<file path="config.mk">
export PLATFORM = sky130hd
export DESIGN_NAME = bbsf_seq
export DESIGN_NICKNAME = d
export VERILOG_FILES = /design/src/hdl/bbsf_pkg.sv /design/src/hdl/bbsf_seq.sv
export SDC_FILE = /design/constraint.sdc
export NUM_CORES = 1
export LEC_CHECK = 0
export BUFFER_PORTS_ARGS = -buffer_cell sky130_fd_sc_hd__clkbuf_2
export CAP_MARGIN = 40
export CORE_UTILIZATION = 47
export CTS_BUF_LIST = sky130_fd_sc_hd__clkbuf_8
export DETAILED_ROUTE_END_ITERATION = 16
export PLACE_DENSITY_LB_ADDON = 0.08
export SETUP_SLACK_MARGIN = 0.05
export SLEW_MARGIN = 20
export SYNTH_ARGS = -nofsm -noshare
export SYNTH_HDL_FRONTEND = slang
export SYNTH_SLANG_ARGS = --single-unit
</file>
<file path="constraint.sdc">
create_clock -name i_clk -period 2.2 [get_ports i_clk]
set_clock_uncertainty 0.15 [all_clocks]
set_input_delay 0.55 -clock i_clk [delete_from_list [all_inputs] [get_ports i_clk]]
set_output_delay 0.55 -clock i_clk [all_outputs]
set_load 0.02 [all_outputs]
</file>
<file path="src/hdl/bbsf_pkg.sv">
package bbsf_pkg;

    localparam int CMD_W    = 3;
    localparam int BYTE_W   = 8;
    localparam int LEN_W    = 7;
    localparam int CNT_W    = 11;
    localparam int TOTAL_W  = 32;

    localparam logic [CNT_W-1:0] CAP_RESET = 11'd1024;

    typedef enum logic [CMD_W-1:0] {
        CMD_WRITE = 3'd0,
        CMD_END   = 3'd1,
        CMD_PEEK  = 3'd2,
        CMD_READ  = 3'd3,
        CMD_POP   = 3'd4
    } t_cmd_code;

    typedef struct packed {
        logic [CMD_W-1:0]  command;
        logic [BYTE_W-1:0] data_byte;
        logic [LEN_W-1:0]  length;
    } t_cmd;

    typedef struct packed {
        logic [BYTE_W-1:0]  out_byte;
        logic               byte_valid;
        logic               last_of_run;
        logic               write_accepted;
        logic               error_flag;
        logic [CNT_W-1:0]   stored_count;
        logic [CNT_W-1:0]   space_left;
        logic [TOTAL_W-1:0] total_written;
        logic [TOTAL_W-1:0] total_read;
        logic               input_closed;
        logic               end_of_stream;
    } t_res;

    // Request from the command decoder to the run sequencer.
    typedef struct packed {
        logic start;
        logic single;
        logic accepted;
    } t_run_ctl;

endpackage

</file>
<file path="src/hdl/bbsf_seq.sv">
module bbsf_seq #(
    parameter int DEPTH = 1024,
    parameter int AW    = 10,
    parameter int RW    = 7
) (
    input  logic                        i_clk,
    input  logic                        i_rst_n,
    input  bbsf_pkg::t_run_ctl          i_ctl,
    input  logic [AW-1:0]               i_base,
    input  logic [RW-1:0]               i_count,
    output logic                        o_cmd_ready,
    output logic                        o_rd_en,
    output logic [AW-1:0]               o_rd_addr,
    input  logic [bbsf_pkg::BYTE_W-1:0] i_rd_data,
    output logic                        o_out_valid,
    input  logic                        i_out_ready,
    output logic [bbsf_pkg::BYTE_W-1:0] o_out_byte,
    output logic                        o_byte_valid,
    output logic                        o_last,
    output logic                        o_accepted
);

    typedef enum logic {
        ST_IDLE,
        ST_STREAM
    } t_state;

    t_state                      r_state;
    logic [AW-1:0]               r_addr;
    logic [RW-1:0]               r_rem;
    logic                        r_q_vld;
    logic                        r_q_last;
    logic                        r_o_vld;
    logic [bbsf_pkg::BYTE_W-1:0] r_o_byte;
    logic                        r_o_bvld;
    logic                        r_o_last;
    logic                        r_o_acc;

    logic out_free;
    logic consume;
    logic issue;
    logic load_out;

    // The memory output acts as a one-entry buffer in front of the output register.
    assign out_free    = !r_o_vld || i_out_ready;
    assign consume     = r_q_vld && out_free;
    assign issue       = (r_state == ST_STREAM) && (r_rem != '0) && (!r_q_vld || consume);
    assign o_cmd_ready = (r_state == ST_IDLE) && out_free;
    assign o_rd_en     = issue;
    assign o_rd_addr   = r_addr;
    // The output register takes a new result this cycle.
    assign load_out    = ((r_state == ST_IDLE) && i_ctl.start && i_ctl.single) ||
                         ((r_state == ST_STREAM) && consume);

    always_ff @(posedge i_clk) begin
        if (!i_rst_n) begin
            r_state <= ST_IDLE;
            r_rem   <= '0;
            r_q_vld <= 1'b0;
            r_o_vld <= 1'b0;
        end else begin
            if (r_o_vld && i_out_ready && !load_out) begin
                r_o_vld <= 1'b0;
            end
            unique case (r_state)
                ST_IDLE: begin
                    if (i_ctl.start) begin
                        if (i_ctl.single) begin
                            r_o_vld  <= 1'b1;
                            r_o_byte <= '0;
                            r_o_bvld <= 1'b0;
                            r_o_last <= 1'b1;
                            r_o_acc  <= i_ctl.accepted;
                        end else begin
                            r_state <= ST_STREAM;
                            r_addr  <= i_base;
                            r_rem   <= i_count;
                        end
                    end
                end
                ST_STREAM: begin
                    if (issue) begin
                        r_addr   <= (r_addr == AW'(DEPTH - 1)) ? '0 : r_addr + 1'b1;
                        r_rem    <= r_rem - 1'b1;
                        r_q_vld  <= 1'b1;
                        r_q_last <= (r_rem == RW'(1));
                    end else if (consume) begin
                        r_q_vld <= 1'b0;
                    end
                    if (consume) begin
                        r_o_vld  <= 1'b1;
                        r_o_byte <= i_rd_data;
                        r_o_bvld <= 1'b1;
                        r_o_last <= r_q_last;
                        r_o_acc  <= 1'b0;
                        if (r_q_last) begin
                            r_state <= ST_IDLE;
                        end
                    end
                end
                default: r_state <= ST_IDLE;
            endcase
        end
    end

    assign o_out_valid  = r_o_vld;
    assign o_out_byte   = r_o_byte;
    assign o_byte_valid = r_o_bvld;
    assign o_last       = r_o_last;
    assign o_accepted   = r_o_acc;

endmodule

</file>
**Yosys cells after proc, flatten, opt, wreduce, memory -nomap -nowiden**

Index checks and enable logic that the tools add are counted.
Widths: inputs -> output; s select.

- Bits of input ports: 31
- Flip-flop bits (word level): 32
- Word-level logic and storage cells: 78

- Reductions and logical operators: 22
- Bitwise gates (word level): 1
- Equality and inequality tests: 7
- $add $sub $neg: 2
- Muxes and demuxes: 36

Operator list:

| operator | count |
|---|---|
| $mux 10 | 4 |
| $mux 8 | 3 |
| $mux 7 | 3 |
| $pmux 10 s2 | 1 |
| $mux 1 | 18 |
| $pmux 8 s2 | 1 |
| $pmux 7 s2 | 1 |
| $add 10x1->10 const B | 1 |
| $eq 10x10->1 const B | 1 |
| $pmux 1 s2 | 5 |
| $logic_and 1x1->1 | 9 |
| $ne 2x2->1 const B | 4 |
| $reduce_and 4->1 | 2 |
| $eq 7x1->1 const B | 1 |
| $reduce_bool 7->1 | 1 |
| $sub 7x1->7 const B | 1 |
| $reduce_and 3->1 | 2 |
| $logic_not 1->1 | 3 |
| $logic_or 1x1->1 | 3 |
| $ne 2x1->1 const B | 1 |
| $reduce_and 2->1 | 1 |
| $reduce_bool 2->1 | 1 |
| $not 1->1 | 1 |

**Longest topological paths before layout**

Gate-level depths: netlist of the first run.

- Depth after elaboration: 11
- Mapped depth: 8
- Depth with buffers taken out: 7

**Worst setup path before layout of the first run**

No wires, ideal clock.

- Path type: reg-to-reg
- Start: reg r_state
- End: reg r_o_acc, in the netlist o_accepted, enable pin
- Stages on the path, launching flop included: 6
- Library setup time: 382 ps
- Path slack: -128 ps
- Period minus slack after synthesis: 2328 ps
- Data arrival time: 1796 ps
- Cells stage by stage: dfxtp_1 > clkbuf_1 > buf_2 > clkbuf_1 > nand3_1 > a21oi_1

- Cells in the longest elaborated chain, start to end: 3
- Elaborated cells on any way between the ends: 5

RTL lines:

| element | line | RTL |
|---|---|---|
| start, declared | bbsf_seq.sv:28 | `t_state r_state;` |
| start signal, assigned | bbsf_seq.sv:57 | `r_state <= ST_IDLE;` |
| start signal, assigned | bbsf_seq.sv:75 | `r_state <= ST_STREAM;` |
| start signal, assigned | bbsf_seq.sv:97 | `r_state <= ST_IDLE;` |
| $not 1->1 | n/a |  |
| $ne 2x2->1 (no line) | n/a |  |
| $reduce_and 4->1 (no line) * | n/a |  |
| end signal, assigned | bbsf_seq.sv:73 | `r_o_acc <= i_ctl.accepted;` |
| end, declared | bbsf_seq.sv:37 | `logic r_o_acc;` |

Mark *: on every way between the ends. The rest lies on a longest branch, timed or not.
A chain may end at the register's enable or synchronous reset.

**Worst setup path after layout of the first run**

- Start: reg r_rem[0]
- End: out o_rd_en

- Cells in the longest elaborated chain, start to end: 3

RTL lines:

| element | line | RTL |
|---|---|---|
| start, declared | bbsf_seq.sv:30 | `logic [RW-1:0] r_rem;` |
| start signal, assigned | bbsf_seq.sv:77 | `r_rem <= i_count;` |
| start signal, assigned | bbsf_seq.sv:84 | `r_rem <= r_rem - 1'b1;` |
| $reduce_bool 7->1 | bbsf_seq.sv:47 | `assign issue = (r_state == ST_STREAM) && (r_rem != '0) && (!r_q_vld \|\| consume);` |
| $logic_and 1x1->1 (2 in series) | bbsf_seq.sv:47 |  |
| end, declared | bbsf_seq.sv:12 | `output logic o_rd_en,` |

Every way passes these cells.

==> metrics, run 1 <==
clock tree buffer depth=2; synthesis-stage register bit count=32; Yosys top cell area share=38.77%; Starting Density=49.89%; clock-pin slew on the worst setup and hold paths=around 70 ps; Power Total=1.610 mW; dpl cells=269; DR vias=1470; Worst setup SP type=register; HPWL Detailed=between 2000 and 3000 um; CP Capture Type=output port; Max Transition Viols Final=0; Die Area=0.003871 mm2; CTS Hold Bufs=0; top cells by count, synth=22 x edfxtp_1, 13 x nand2_1, 13 x nor2_1; failing checks=setup timing; Worst Tran Pin Value=415.8 ps; CTS tree=yes; leading area contributor after synthesis=edfxtp_1; # IOs=55; Placer Congestion=between 0.8 and 0.9; FF+latch area=approximately 860 um2; ys async rst share=0%; Final period util=108.4%; P&R area growth vs syn=33.19%; Non-Filler Instances=283; Lkg Pwr=0.9262 nW; setup slack after layout=-185.2 ps; most frequent cell after synthesis=edfxtp_1; fill count=279; Hold WC Path Type=register to register; Mapped Area=0.001704 mm2; die height=62.22 um; gr ovfl total=0; diode count=0; Fin. Hold Viols=0; Crit Path Class=register to output port; largest net degree at the start of global routing=28; core area=about 0.0034 mm2; Post-Synth XOR/XNOR Area=3.084%; Placement Setup Slack=65.98 ps; Cell Pwr Density=709.2 mW/mm2; Final Instance Area=0.002270 mm2; Worst Path Max Fanout=2; CTS Buf Count=5; area taken by multi-input logic gates=808.3 um2; Sink Count=32; Total GRT Usage=20.30%; synth warn=0; Mapped Nets=201; Fin Hold WS=342.1 ps; I/O Buffers=54; fin util=about two thirds; Antenna Violating Nets Remaining=0; worst vdd ir=0.3915 mV; Cells after Synth=167; row cnt=21; Post-Route WL=3674 um; RSZ-0062 raised after global routing=true; dpl cell area=0.002100 mm2; Final Critical Period=around 2400 ps; Rel. slew slack=72.02%; Post-synth EDFFs=22; per-cell routed wire length=12.98 um; required time of the critical path=1500 ps; CTS root buffer=clkbuf_8; Top FF cell, synth=edfxtp_1; status=complete, but fails checks; sequential share of the synthesized area=50.51%; Initial DRC Count=68; top cells by area, synth=edfxtp_1 39%, dfxtp_1 12%, and2_1 3.3%, a21oi_1 2.9%, nand3_1 2.9%; TNS Setup=-185.2 ps; Residual DRC=0; Compound-Gate Fraction of Synth Area=approximately 14%; Peak Freq=0.4193 GHz; final setup vio count=1; DR vias/cell=slightly above 5; Yosys cell types=48; worst-skew pair later-pin latency=approximately 280 ps; nets=270; H-tree depth=2; router iterations before antenna repair=4; simple-gate share of the synthesized area=24.67%; main combinational cell family by area after synthesis=simple AND/OR/NAND/NOR gates; syn avg cell area=10.20 um2; MaxCap Viol Count=0; die width=a little over 60 um; initial antenna violation count=0; Adder-Cell Fraction of Synth Area=2.203%; R2R Setup Slk=~120 ps; global-route wire length before repair=6237 um; share of post-route cells with drive strength above 1=39.24%; post-synthesis mux area share=1.836%; CP arrival=roughly 1700 ps; vias in the first global route=1350
cell usage in the layout (no fill, tap or decap), types with 6 or more instances in the layout:
cell / n
clkbuf_2: 53
nand2_1: 13
nor2b_1: 6
edfxtp_1: 22
nor2_1: 12
buf_4: 16
a21oi_1: 9
and2_1: 9
nand3_1: 10
dfxtp_1: 8
power breakdown:
group / total, mW / switching (mW) / internal [mW]
clock network: 0.556 / 0.222 / 0.335
logic: 0.332 / 0.176 / 0.156
registers: 0.721 / 0.0348 / 0.687
total: 1.61 / 0.432 / 1.18
registers in the layout, summed over array words and instances, names as in the netlist:
name and flops:
o_rd_addr 10, o_out_byte 8, r_rem 7, o_accepted 1, o_byte_valid 1, o_last 1
o_out_valid 1, r_q_last 1, r_q_vld 1, r_state 1
logic make-up after synthesis:
family	count (synthesis)
XOR/XNOR	6
flip-flops	32
multiplexers	3
AO/OA/AOI/OAI	32
buffers and inverters	15
adder cells (fa/ha/maj)	3
AND/OR/NAND/NOR	76
timing repair:
| action | CTS | global route |
|---|---|---|
| setup endpoints to repair | 1 | 11 |
| pin swaps | 2 | 2 |
| buffers inserted | 4 | 2 |
| resized for setup | 4 | 1 |
| gates cloned | 0 | 0 |
final timing paths:
| kind | startpoint | endpoint | cells after the start |
|---|---|---|---|
| hold reg to reg | r_rem[4]$_SDFFE_PN0P_ | r_rem[4]$_SDFFE_PN0P_ | 2 |
| hold / removal | r_rem[4]$_SDFFE_PN0P_ | r_rem[4]$_SDFFE_PN0P_ | 2 |
| setup / recovery | r_rem[0]$_SDFFE_PN0P_ | o_rd_en | 6 |
| setup reg to reg | r_rem[0]$_SDFFE_PN0P_ | o_rd_addr[0]$_DFFE_PP_ | 8 |
per-layer routing:
metal | up-vias | GRT usage [%] | share of wire [%]
met5 | - | 0 | 0
met4 | 0 | 6.686 | 1.3
met3 | 5 | 5.147 | 6.9
met2 | 58 | 32.83 | 46
met1 | 661 | 26.54 | 46
li1 | 746 | - | -
area by class of cell:
cell class | count | share of cell area [%]
Timing Repair Buffer | 70 | 17.64
Multi-Input combinational cell | 120 | 35.61
Sequential cell | 32 | 38.04
Inverter | 7 | 1.268
Clock buffer | 5 | 3.032
Clock inverter | 3 | 1.874
Tap cell | 46 | 2.536
worst max-delay path: stages, from the launching register on:
cell	delay, ps
dfxtp_2	330
inv_2	70
ha_4	130
or3b_4	390
o311ai_4	280
inv_4	70
buf_8	130
Power figures use the tool's default switching activity.
==> run 2, diff against run 1 <==
--- a/config.mk
+++ b/config.mk
@@ -7,9 +7,12 @@
 export LEC_CHECK = 0
 export BUFFER_PORTS_ARGS = -buffer_cell sky130_fd_sc_hd__clkbuf_2
 export CAP_MARGIN = 40
-export CORE_UTILIZATION = 47
+export CELL_PAD_IN_SITES_DETAIL_PLACEMENT = 2
+export CELL_PAD_IN_SITES_GLOBAL_PLACEMENT = 2
+export CORE_UTILIZATION = 28
 export CTS_BUF_LIST = sky130_fd_sc_hd__clkbuf_8
 export DETAILED_ROUTE_END_ITERATION = 16
+export MAX_ROUTING_LAYER = met4
 export PLACE_DENSITY_LB_ADDON = 0.08
 export SETUP_SLACK_MARGIN = 0.05
 export SLEW_MARGIN = 20
==> metrics, run 2 (synthesis results as in run 1) <==
status=complete, but fails checks; failing checks=setup timing; WP buf/inv=3; Cell Pwr Density=706.9 mW/mm2; Hold WC Path Type=register to register; share of post-route cells with drive strength above 1=between 40 and 50%; Worst Tran Pin Value=roughly 530 ps; HPWL Detailed=3863 um; largest net degree at the start of global routing=21; RSZ-0062 raised after global routing=true; # IOs=55; CTS tree=yes; Worst Setup SP=r_rem[0]$_SDFFE_PN0P_; required time of the critical path=1500 ps; switch share=28.74%; Die Area=0.006402 mm2; Worst path slowest cell=or3b_4; Power Total=1.662 mW; combinational cell fraction of total power=21.5%; Antenna Violating Nets Remaining=0; core area=0.005886 mm2; MaxCap Viol Count=0; CP Cell Sequence=inv_4, ha_4, or3b_4, o311ai_4, inv_4, buf_8; capture point of the worst reg-to-reg path=r_rem[3]$_SDFFE_PN0P_; Peak Freq=~0.41 GHz; depth of the worst register-to-register path=9; CTS root buffer=clkbuf_8; CTS Buf Count=5; Most Frequent Cell on Critical Path=inv_4; setup slack after layout=-225.0 ps; worst vdd ir=0.3000 mV; row cnt=28; Residual DRC=0; Crit Path Class=register to output port; Final period util=110.2%; Lkg Pwr=0.9446 nW; most common cell after layout, fill and taps aside=clkbuf_2; final setup vio count=1; DR vias=1559; commonest non-fill, non-tap cells in the layout=53 x clkbuf_2, 22 x edfxtp_1, 17 x buf_4; Fin. Hold Viols=0; Post-Route WL=5198 um; nets=273; vias in the first global route=1642; dpl cell area=0.002145 mm2; met3 usage=4.114%; clock-pin slew on the worst setup and hold paths=70 ps; CTS Hold Bufs=0; clock tree buffer depth=2; Sink Count=32; crit path to=o_rd_en; max reg flops=10; R2R Setup Slk=40 ps; die width=80.02 um; Crit path largest cell delay=390 ps; I/O Buffers=54; Clock Power Share=34.8%; Crit path max-delay family=simple AND/OR/NAND/NOR gates; diode count=0; global-route wire length before repair=8224 um; Max Transition Viols Final=0; TNS Setup=-225.0 ps; CP arrival=around 1700 ps; Int Power=1.184 mW; Worst path depth=6; Initial DRC Count=29; busiest grt layer=met2; switching pwr=0.4777 mW; Worst setup SP type=register; CP Capture Type=output port; Worst Path Max Fanout=2; router iterations before antenna repair=4; die height=80.02 um; Starting Density=28.95%; Fin Hold WS=between 300 and 400 ps; Placer Congestion=0.7726; GR met1 Demand/Resource=20.15%; initial antenna violation count=0; RR Startpoint=r_rem[0]$_SDFFE_PN0P_; Final Instance Area=0.002351 mm2; Final Critical Period=2425 ps; sequential share of power=a little over two fifths; Placement Setup Slack=29.22 ps; gr ovfl total=0; H-tree depth=2; DR vias/cell=4.949; Rel. slew slack=64.38%; per-cell routed wire length=16.50 um; P&R area growth vs syn=37.96%; met2 Track Usage GR=31.37%; worst-skew pair later-pin latency=290 ps; Total GRT Usage=17.87%
-- run 2: changes by cell type in the layout (fill, tap and decap cells not counted) --
| cell | delta |
|---|---|
| inv_2 | -1 |
| dfxtp_1 | -1 |
| dfxtp_4 | +1 |
| nor2_4 | +1 |
| inv_4 | +1 |
| buf_12 | +1 |
| buf_4 | +1 |
-- run 2: worst min path at each step --
| stage | start | end | depth (start not counted) |
|---|---|---|---|
| global route | i_rd_data[7] | o_out_byte[7]$_SDFFCE_PN0P_ | 2 |
| CTS | r_rem[4]$_SDFFE_PN0P_ | r_rem[4]$_SDFFE_PN0P_ | 2 |
| global placement | r_rem[4]$_SDFFE_PN0P_ | r_rem[4]$_SDFFE_PN0P_ | 2 |
| detailed placement | r_rem[4]$_SDFFE_PN0P_ | r_rem[4]$_SDFFE_PN0P_ | 2 |
| finish | r_rem[4]$_SDFFE_PN0P_ | r_rem[4]$_SDFFE_PN0P_ | 2 |
| floorplan | r_state$_SDFF_PN0_ | o_byte_valid$_DFFE_PP_ | 0 |
-- run 2: timing repair --
action                                  in CTS  in global routing
cloned                                       1                  0
pin swaps                                    4                  6
endpoints found under the hold margin        0                  0
setup buffers                                8                  1
endpoints found under the setup margin      11                 17
gates resized for setup                      7                  2
-- run 2: layer usage --
metal | vias to the layer above | wire, um
met1 | 767 | 2226
met2 | 34 | 2710
li1 | 754 | -
met5 | - | 0
met3 | 4 | 220
met4 | 0 | 40
-- run 2: worst register-to-register path, stage by stage (launching register included) --
cell	delay, ps
dfxtp_4	360
inv_4	60
ha_4	130
or3b_4	390
o311ai_4	310
inv_4	60
buf_4	160
nor2_8	190
buf_12	130
o32ai_1	90
-- run 2: through the flow --
step | utilization, % | cells
after floorplan | - | 167
after CTS | 39.90 | 315
after global routing | 39.94 | 315
after detailed placement | 36.44 | 299
final | 39.94 | 315
after global placement | 36.44 | 299
-- run 2: cell type report --
type / count / area (um2)
Fill cell: 643 / 3535
Sequential cell: 32 / 867.1
Multi-Input combinational cell: 121 / 819.5
Timing Repair Buffer: 72 / 427.9
Tap cell: 75 / 93.84
Clock buffer: 5 / 68.82
Clock inverter: 3 / 42.54
Inverter: 7 / 31.28
-- run 2: power by group through the flow --
| stage | clock, mW | sequential (mW) | combinational (mW) |
|---|---|---|---|
| final | 0.579 | 0.726 | 0.357 |
| after global routing | 0.621 | 0.733 | 0.387 |
| after floorplan | 0 | 0.747 | 0.190 |
| after global placement | 0 | 0.739 | 0.304 |
| after CTS | 0.594 | 0.727 | 0.359 |
| after detailed placement | 0 | 0.742 | 0.317 |
